### src/design/nspn_pkg.sv
// ----------------------------------------------------------------------------
// nspn_pkg
// Shared constants and cell-level functions of the nibble SPN block cipher.
// ----------------------------------------------------------------------------
`default_nettype none

package nspn_pkg;

    localparam int BLOCK_W    = 64;
    localparam int CELL_W     = 4;
    localparam int CELL_COUNT = BLOCK_W / CELL_W;
    localparam int MAIN_ROUNDS = 9;
    localparam int ROUND_COUNT = MAIN_ROUNDS + 1;
    localparam int KEY_STEP   = 5;
    localparam logic [4:0] FIELD_POLY = 5'h13;

    typedef logic [BLOCK_W-1:0] t_block;
    typedef logic [CELL_W-1:0]  t_cell;
    typedef t_cell t_cell_tab [CELL_COUNT];
    typedef int    t_idx_tab  [CELL_COUNT];

    localparam t_cell_tab SBOX_TAB = '{
        4'h1, 4'h3, 4'h0, 4'h2, 4'h7, 4'he, 4'h4, 4'hd,
        4'h9, 4'ha, 4'hc, 4'h6, 4'hf, 4'h5, 4'h8, 4'hb
    };

    // Rows of the column matrix, flattened row by row.
    localparam t_cell_tab MIX_MAT = '{
        4'h8, 4'h9, 4'h1, 4'h8,
        4'h3, 4'h2, 4'h9, 4'h9,
        4'h2, 4'h3, 4'h8, 4'h9,
        4'h9, 4'h9, 4'h8, 4'h1
    };

    localparam t_idx_tab PERM_TAB = '{
        0, 13, 10, 7, 4, 1, 14, 11, 8, 5, 2, 15, 12, 9, 6, 3
    };

    // Multiply in GF(2^4) modulo x^4+x+1.
    function automatic t_cell gf_mul(input t_cell a, input t_cell b);
        t_cell p;
        t_cell x;
        p = '0;
        x = a;
        for (int i = 0; i < CELL_W; i++) begin
            if (b[i]) begin
                p = p ^ x;
            end
            if (x[CELL_W-1]) begin
                x = {x[CELL_W-2:0], 1'b0} ^ FIELD_POLY[CELL_W-1:0];
            end else begin
                x = {x[CELL_W-2:0], 1'b0};
            end
        end
        return p;
    endfunction

    function automatic t_block rotl(input t_block x, input int n);
        t_block y;
        y = x;
        for (int i = 0; i < n % BLOCK_W; i++) begin
            y = {y[BLOCK_W-2:0], y[BLOCK_W-1]};
        end
        return y;
    endfunction

    // Round key r: upper key half for even r, lower for odd r.
    function automatic t_block round_key(input t_block hi, input t_block lo, input int r);
        if (r % 2 == 1) begin
            return rotl(lo, KEY_STEP * (r / 2));
        end
        return rotl(hi, KEY_STEP * (r / 2));
    endfunction

    // Bit flipped in every cell after round r.
    function automatic t_cell flip_mask(input int r);
        if (r == 1 || r == 5) begin
            return 4'h4;
        end
        if (r == 2 || r == 6) begin
            return 4'h2;
        end
        if (r == 3 || r == 7) begin
            return 4'h1;
        end
        return 4'h0;
    endfunction

endpackage

`default_nettype wire

### src/design/nspn_round.sv
// ----------------------------------------------------------------------------
// nspn_round
// One registered cipher round: s-box, column mix (skipped in the last
// round), cell permutation, bit flip and round-key addition.
// ----------------------------------------------------------------------------
`default_nettype none

module nspn_round #(
    parameter int ROUND_IDX = 0
) (
    input  wire                   i_clk,
    input  wire                   i_rst_n,
    input  wire                   i_valid,
    input  wire nspn_pkg::t_block i_state,
    input  wire nspn_pkg::t_block i_key_high,
    input  wire nspn_pkg::t_block i_key_low,
    output logic                  o_valid,
    output nspn_pkg::t_block      o_state,
    output nspn_pkg::t_block      o_key_high,
    output nspn_pkg::t_block      o_key_low
);
    import nspn_pkg::*;

    localparam bit    DO_MIX = (ROUND_IDX < MAIN_ROUNDS);
    localparam t_cell FLIP   = flip_mask(ROUND_IDX);

    logic   r_valid;
    t_block r_state, r_key_high, r_key_low;
    t_block n_state;
    t_block rkey;
    t_cell  sub   [CELL_COUNT];
    t_cell  mixed [CELL_COUNT];
    t_cell  acc;

    assign rkey = round_key(i_key_high, i_key_low, ROUND_IDX + 1);

    always_comb begin
        for (int c = 0; c < CELL_COUNT; c++) begin
            sub[c] = SBOX_TAB[i_state[BLOCK_W-1-CELL_W*c -: CELL_W]];
        end
        for (int col = 0; col < CELL_COUNT; col += 4) begin
            for (int j = 0; j < 4; j++) begin
                acc = '0;
                for (int k = 0; k < 4; k++) begin
                    acc = acc ^ gf_mul(MIX_MAT[4*j+k], sub[col+k]);
                end
                mixed[col+j] = DO_MIX ? acc : sub[col+j];
            end
        end
        for (int c = 0; c < CELL_COUNT; c++) begin
            n_state[BLOCK_W-1-CELL_W*c -: CELL_W] = mixed[PERM_TAB[c]] ^ FLIP
                ^ rkey[BLOCK_W-1-CELL_W*c -: CELL_W];
        end
    end

    always_ff @(posedge i_clk) begin
        if (!i_rst_n) begin
            r_valid <= 1'b0;
        end else begin
            r_valid <= i_valid;
        end
    end

    always_ff @(posedge i_clk) begin
        r_state    <= n_state;
        r_key_high <= i_key_high;
        r_key_low  <= i_key_low;
    end

    assign o_valid    = r_valid;
    assign o_state    = r_state;
    assign o_key_high = r_key_high;
    assign o_key_low  = r_key_low;

endmodule

`default_nettype wire
### config.mk
export PLATFORM = sky130hd
export DESIGN_NAME = nspn_round
export DESIGN_NICKNAME = d
export VERILOG_FILES = /design/src/design/nspn_pkg.sv /design/src/design/nspn_round.sv
export SDC_FILE = /design/constraint.sdc
export NUM_CORES = 1
export LEC_CHECK = 0
export BUFFER_PORTS_ARGS = -buffer_cell sky130_fd_sc_hd__clkbuf_2
export CORE_AREA = 2 2 150 152
export DETAILED_ROUTE_END_ITERATION = 10
export DIE_AREA = 0 0 152 154
export HOLD_SLACK_MARGIN = 0.1
export PLACE_DENSITY = 0.66
export SYNTH_ARGS = -nofsm -noshare
export SYNTH_HDL_FRONTEND = slang
export SYNTH_SLANG_ARGS = --single-unit
### constraint.sdc
create_clock -name i_clk -period 2.7 [get_ports i_clk]
set_input_delay 0.675 -clock i_clk [delete_from_list [all_inputs] [get_ports i_clk]]
set_output_delay 0.675 -clock i_clk [all_outputs]
set_load 0.01 [all_outputs]
# Word-level counts from Yosys, hierarchy flattened
# Memories as Yosys holds them, arrays and structs flattened.
# Cells that the tools add are included.
[classes]
order_cmp = 16
muxes = 240
n_bitwise = 236
[op_table]
columns = ["op", "count"]
rows = [
  ["4-bit two-way mux", 104],
  ["4-bit XOR", 64],
  ["3-bit two-way mux", 52],
  ["2-bit two-way mux", 60],
  ["2-bit NOT", 58],
  ["5-bit greater-or-equal comparator (second input constant)", 16],
  ["4-bit NOT with 5-bit output", 16],
  ["1-bit NOT", 48],
  ["1-bit NOT (first input constant)", 40],
  ["1-bit two-way mux", 24],
  ["3-bit NOT", 8],
  ["1-bit NOT with 2-bit output", 2],
]
[totals]
reg_bits = 193
mem_bits_ro = 1024
input_bits = 195
output_inout_bits = 193
wordCells = 512
n_memories = 16
[mem_list]
columns = ["memory", "depth", "width", "read_ports", "rd_clocked_by_memory_dff", "wr", "line_no", "text"]
rows = [
  ["(name not given)", 16, 4, 1, 0, 0, "nspn_round.sv:39", "sub[c] = SBOX_TAB[i_state[BLOCK_W-1-CELL_W*c -: CELL_W]];"],
  ["(name not given)", 16, 4, 1, 0, 0, "nspn_round.sv:39", ""],
  ["(name not given)", 16, 4, 1, 0, 0, "nspn_round.sv:39", ""],
  ["(name not given)", 16, 4, 1, 0, 0, "nspn_round.sv:39", ""],
  ["(name not given)", 16, 4, 1, 0, 0, "nspn_round.sv:39", ""],
  ["(name not given)", 16, 4, 1, 0, 0, "nspn_round.sv:39", ""],
  ["10 more memories", "-", "-", "-", "-", "-", "-", ""],
]

# Logic depth before layout (Yosys ltp)
[logic_depth]
word_depth = 15
depth_mapped = 8
mapped_depth_nobuf = 7

# Least setup slack after synthesis
# OpenSTA, ideal clock, no wires.
[synth_timing]
kind = "input port to flip-flop"
start = "input port i_state[1]"
end = "register r_state[56], in the netlist o_state[56]"
setup_ps = 130
arrival_time_ps = 2216
t_required_ps = 2570
setup_slack_ps = 354
cell_stages = 7
path_buffers = 0
path_cell_list = "inv_1 > ha_1 > nand2_1 > a31o_2 > xor2_1 > xnor3_2 > xnor3_1"
[synth_between]
elab_chain_cells = 11
[synth_rtl]
columns = ["element", "line_no", "text"]
rows = [
  ["from (decl)", "nspn_round.sv:14", "input wire nspn_pkg::t_block i_state,"],
  ["4-bit NOT with 5-bit output (implied by the code) *", "nspn_round.sv:39", ""],
  ["memory read 16 x 4 bit *", "-", ""],
  ["4-bit two-way mux (implied by the code) * (2 in series)", "nspn_round.sv:39", ""],
  ["4-bit two-way mux", "nspn_pkg.sv:46", "if (b[i]) begin"],
  ["1-bit NOT (no source line)", "-", ""],
  ["1-bit two-way mux *", "nspn_pkg.sv:46", ""],
  ["2-bit two-way mux *", "nspn_pkg.sv:46", ""],
  ["3-bit two-way mux *", "nspn_pkg.sv:46", ""],
  ["4-bit XOR *", "nspn_round.sv:45", "acc = acc ^ gf_mul(MIX_MAT[4*j+k], sub[col+k]);"],
  ["4-bit XOR *", "nspn_round.sv:52", "^ rkey[BLOCK_W-1-CELL_W*c -: CELL_W];"],
  ["via n_state[56]", "nspn_round.sv:29", "t_block n_state;"],
  ["to (signal assigned)", "nspn_round.sv:65", "r_state <= n_state;"],
  ["to (decl)", "nspn_round.sv:28", "t_block r_state, r_key_high, r_key_low;"],
]
# The timed path passes the listed nets; every way through them passes the cells marked *. The select of a mux whose other input is x is not followed.
# A chain may end at the register's enable or synchronous reset.

# Worst setup path in the final report
# Same ends and word-level chain as after synthesis.

==> flow_metrics.tcl <==
set metrics [dict create \
    status "completed" \
    end_kind "register" \
    required_ns 3.01 \
    htreeDepth 4 \
    worstMarginPinSlew_ns 0.571 \
    syn_nets 948 \
    synth_top_cell_area_share_pct 45.7 \
    crit_chain "clkbuf_2 > inv_1 > ha_1 > nand2_1 > a31o_2 > xor2_1 > xnor3_2 > xnor3_1" \
    drive_above_1_share_pct 44.0 \
    critical-path-slowest-cell "xnor3_2" \
    cts_setup_buffers 0 \
    dieArea_mm2 0.0234 \
    setup_tns_ns 0 \
    min_period_over_period_pct 82.0 \
    pwr-share-seq_pct 39.2 \
    die_w_um 152 \
    clock-sinks 193 \
    dp.cells 1396 \
    synthToLayoutAreaGrowth_pct 35.8 \
    antenna_found_initial 1 \
    grt_overflow 0 \
    drtIter0Drc 219 \
    vias_per_cell 4.48 \
    hold_viol_final 0 \
    grt_first_pass_wirelength_mm 34.7 \
    nFillCells 1980 \
    num_vias 6399 \
    rows 54 \
    total_leakage_power_nw 5.52 \
    slew_headroom_pct 61.7 \
    grt_pass1_vias 6377 \
    pwr-share-clk_pct 27.9 \
    finalSetupViolations 0 \
    cts-resized-gates 0 \
    max_freq_ghz 0.452 \
    switching_share_pct 32.2 \
    cts_root_buffer "clkbuf_16" \
    arrival_ns 2.53 \
    core_area_mm2 0.0217 \
    wire_per_inst_um 15.5 \
    numPortBuffers 387 \
    p_switching_mw 2.99 \
    antenna_left 0 \
    place.gp.congestion 0.829 \
    cts_buffer_depth 2 \
    grt_max_degree 23 \
    hpwl_mm 18.5 \
    min_path_type "input pin to register" \
    rsz0062_at_grt "false" \
    critPathMaxStageDelay_ns 0.43 \
    peakVddDrop_v 0.000396 \
    slew_violations 0 \
    die_h_um 154 \
    routed_wl_mm 22.1 \
    synthesis.area_mm2 0.00845 \
    path_delay_family "XOR/XNOR gates" \
    cts_tree "yes" \
    grt_usage_pct 19.0 \
    synth_area_leader_cell "dfxtp_1" \
    critPathKind "input pin to register" \
    ys_ff_latch 193 \
    yosys.cell_types.count 54 \
    stdcell_count 1429 \
    synth.yosys.seq_area_share_pct 45.7 \
    ys.flop_type "dfxtp_1" \
    layout_min_cycle_time_ns 2.21 \
    synthArstFlopShare_pct 0 \
    synthCells 721 \
    yosysWarnings 0 \
    path_clk_slew_ns 0.09 \
    critPathBufInv 2 \
    crit_path_max_fanout 5 \
    drt-pass1-iter-count 4 \
    numCtsBuffers 17 \
    start_util_pct 39.0 \
    intPower_mw 6.29 \
    drc 0 \
    synth_edf_count 0 \
    syn_area_per_cell_um2 11.7 \
    maxCapViolations 0 \
    power.density_mw_per_mm2 808 \
    nets 1362 \
    cts-hold-fix-buffers 0 \
    synth_area_leaders "dfxtp_1, xnor2_1, xnor3_1" \
    start_kind "input pin" \
    io-pin-count 388 \
    p_comb_share_pct 33.0 \
]
per-stage QoR:
| stage | worst slack, ns | utilization (%) | hold WS, ns | area (um2) | total power [mW] |
|---|---|---|---|---|---|
| after global routing | 0.417 | 52.9 | 0.298 | 11500 | 9.80 |
| after CTS | 0.502 | 52.9 | 0.299 | 11500 | 9.42 |
| after floorplan | 0.354 | - | 0.703 | 8450 | 5.58 |
| after global placement | 0.0642 | 50.0 | 0.778 | 10800 | 6.75 |
| final | 0.487 | 52.9 | 0.328 | 11500 | 9.28 |
| after detailed placement | 0.0284 | 50.0 | 0.779 | 10800 | 6.79 |
power by group through the flow:
stage | combinational (mW) | sequential [mW] | clock [mW]
2_1_floorplan | 1.57 | 4.01 | 0
3_3_place_gp | 3.06 | 3.69 | 0
3_5_place_dp | 3.09 | 3.70 | 0
4_1_cts | 3.11 | 3.64 | 2.67
5_1_grt | 3.31 | 3.69 | 2.80
6_report | 3.06 | 3.63 | 2.58
cells by family (layout without fill, tap and decap cells):
family	Yosys count	after routing	share of synthesized area (%)
muxes	3	3	0.414
and+or+nand+nor	133	133	8.56
AOI/OAI and AO/OA	85	85	8.72
DFF	193	193	45.7
xor gates and xnor gates	236	236	30.0
adders and majority gates	32	32	4.74
buffers and inverters	39	466	1.89
other	0	1	0
cells in the final DEF (no fill, tap or decap), types with 3 or more instances in the layout:
| cell | instances |
|---|---|
| nand2_1 | 46 |
| nor3b_1 | 12 |
| nor2b_1 | 5 |
| xnor2_2 | 7 |
| nor3b_2 | 4 |
| clkbuf_2 | 387 |
| dfxtp_1 | 193 |
| a31oi_1 | 13 |
| xnor2_1 | 146 |
| a211o_1 | 7 |
| xnor3_1 | 24 |
| ha_1 | 32 |
| xor2_1 | 52 |
| xor2_2 | 3 |
| a31oi_2 | 4 |
| a21oi_1 | 10 |
| o22ai_1 | 3 |
| inv_1 | 23 |
| a2bb2oi_2 | 6 |
| a31oi_4 | 3 |
| or2_2 | 15 |
| nand2b_1 | 14 |
| or2_1 | 10 |
| a31o_2 | 9 |
| o21ai_0 | 16 |
| clkbuf_16 | 17 |
| clkinv_8 | 8 |
| nor2_1 | 16 |
| xor3_1 | 3 |
| buf_4 | 24 |
area by class of cell:
cell class | instances | area (um2) | share of cell area (%)
diodes | 1 | 2.50 | 0.0218
repair buffers | 411 | 2120 | 18.4
inverters | 23 | 86.3 | 0.752
flip-flops and latches | 193 | 3860 | 33.7
clock inverters | 15 | 208 | 1.81
clock buffers | 17 | 425 | 3.71
well taps | 280 | 350 | 3.05
multi-input cells | 489 | 4430 | 38.6
path summary, 6_finish.rpt:
path / startpoint / endpoint / slack [ns] / cells after the start
hold / removal: i_key_high[1] / o_key_high[1] / 0.33 / 1
setup / recovery: i_state[1] / o_state[56] / 0.49 / 8
metal layers:
layer	global-route usage [%]	part of all wire [%]	wire length, um
met3	5.27	6.7	1480
met2	33.7	50	11100
met1	22.0	41	9010
met4	6.63	2.1	461
met5	0	0	0
registers in the layout, summed over array words and instances, names as in the netlist:
signal      flops
o_valid         1
o_state        64
o_key_high     64
o_key_low      64
Yosys cell counts (5+ instances only):
library cell / instances
a31oi_1: 13
or2_1: 10
xnor2_2: 7
o21ai_0: 16
xor2_1: 52
a31o_2: 9
xnor3_1: 24
inv_1: 23
xnor2_1: 146
a2bb2oi_2: 6
dfxtp_1: 193
buf_2: 8
nor2_1: 16
nor2b_1: 5
nor3b_1: 12
ha_1: 32
nand2b_1: 14
a211o_1: 7
or2_2: 15
nand2_1: 46
clkbuf_1: 5
a21oi_1: 10
(Power assumes the default switching activity.)
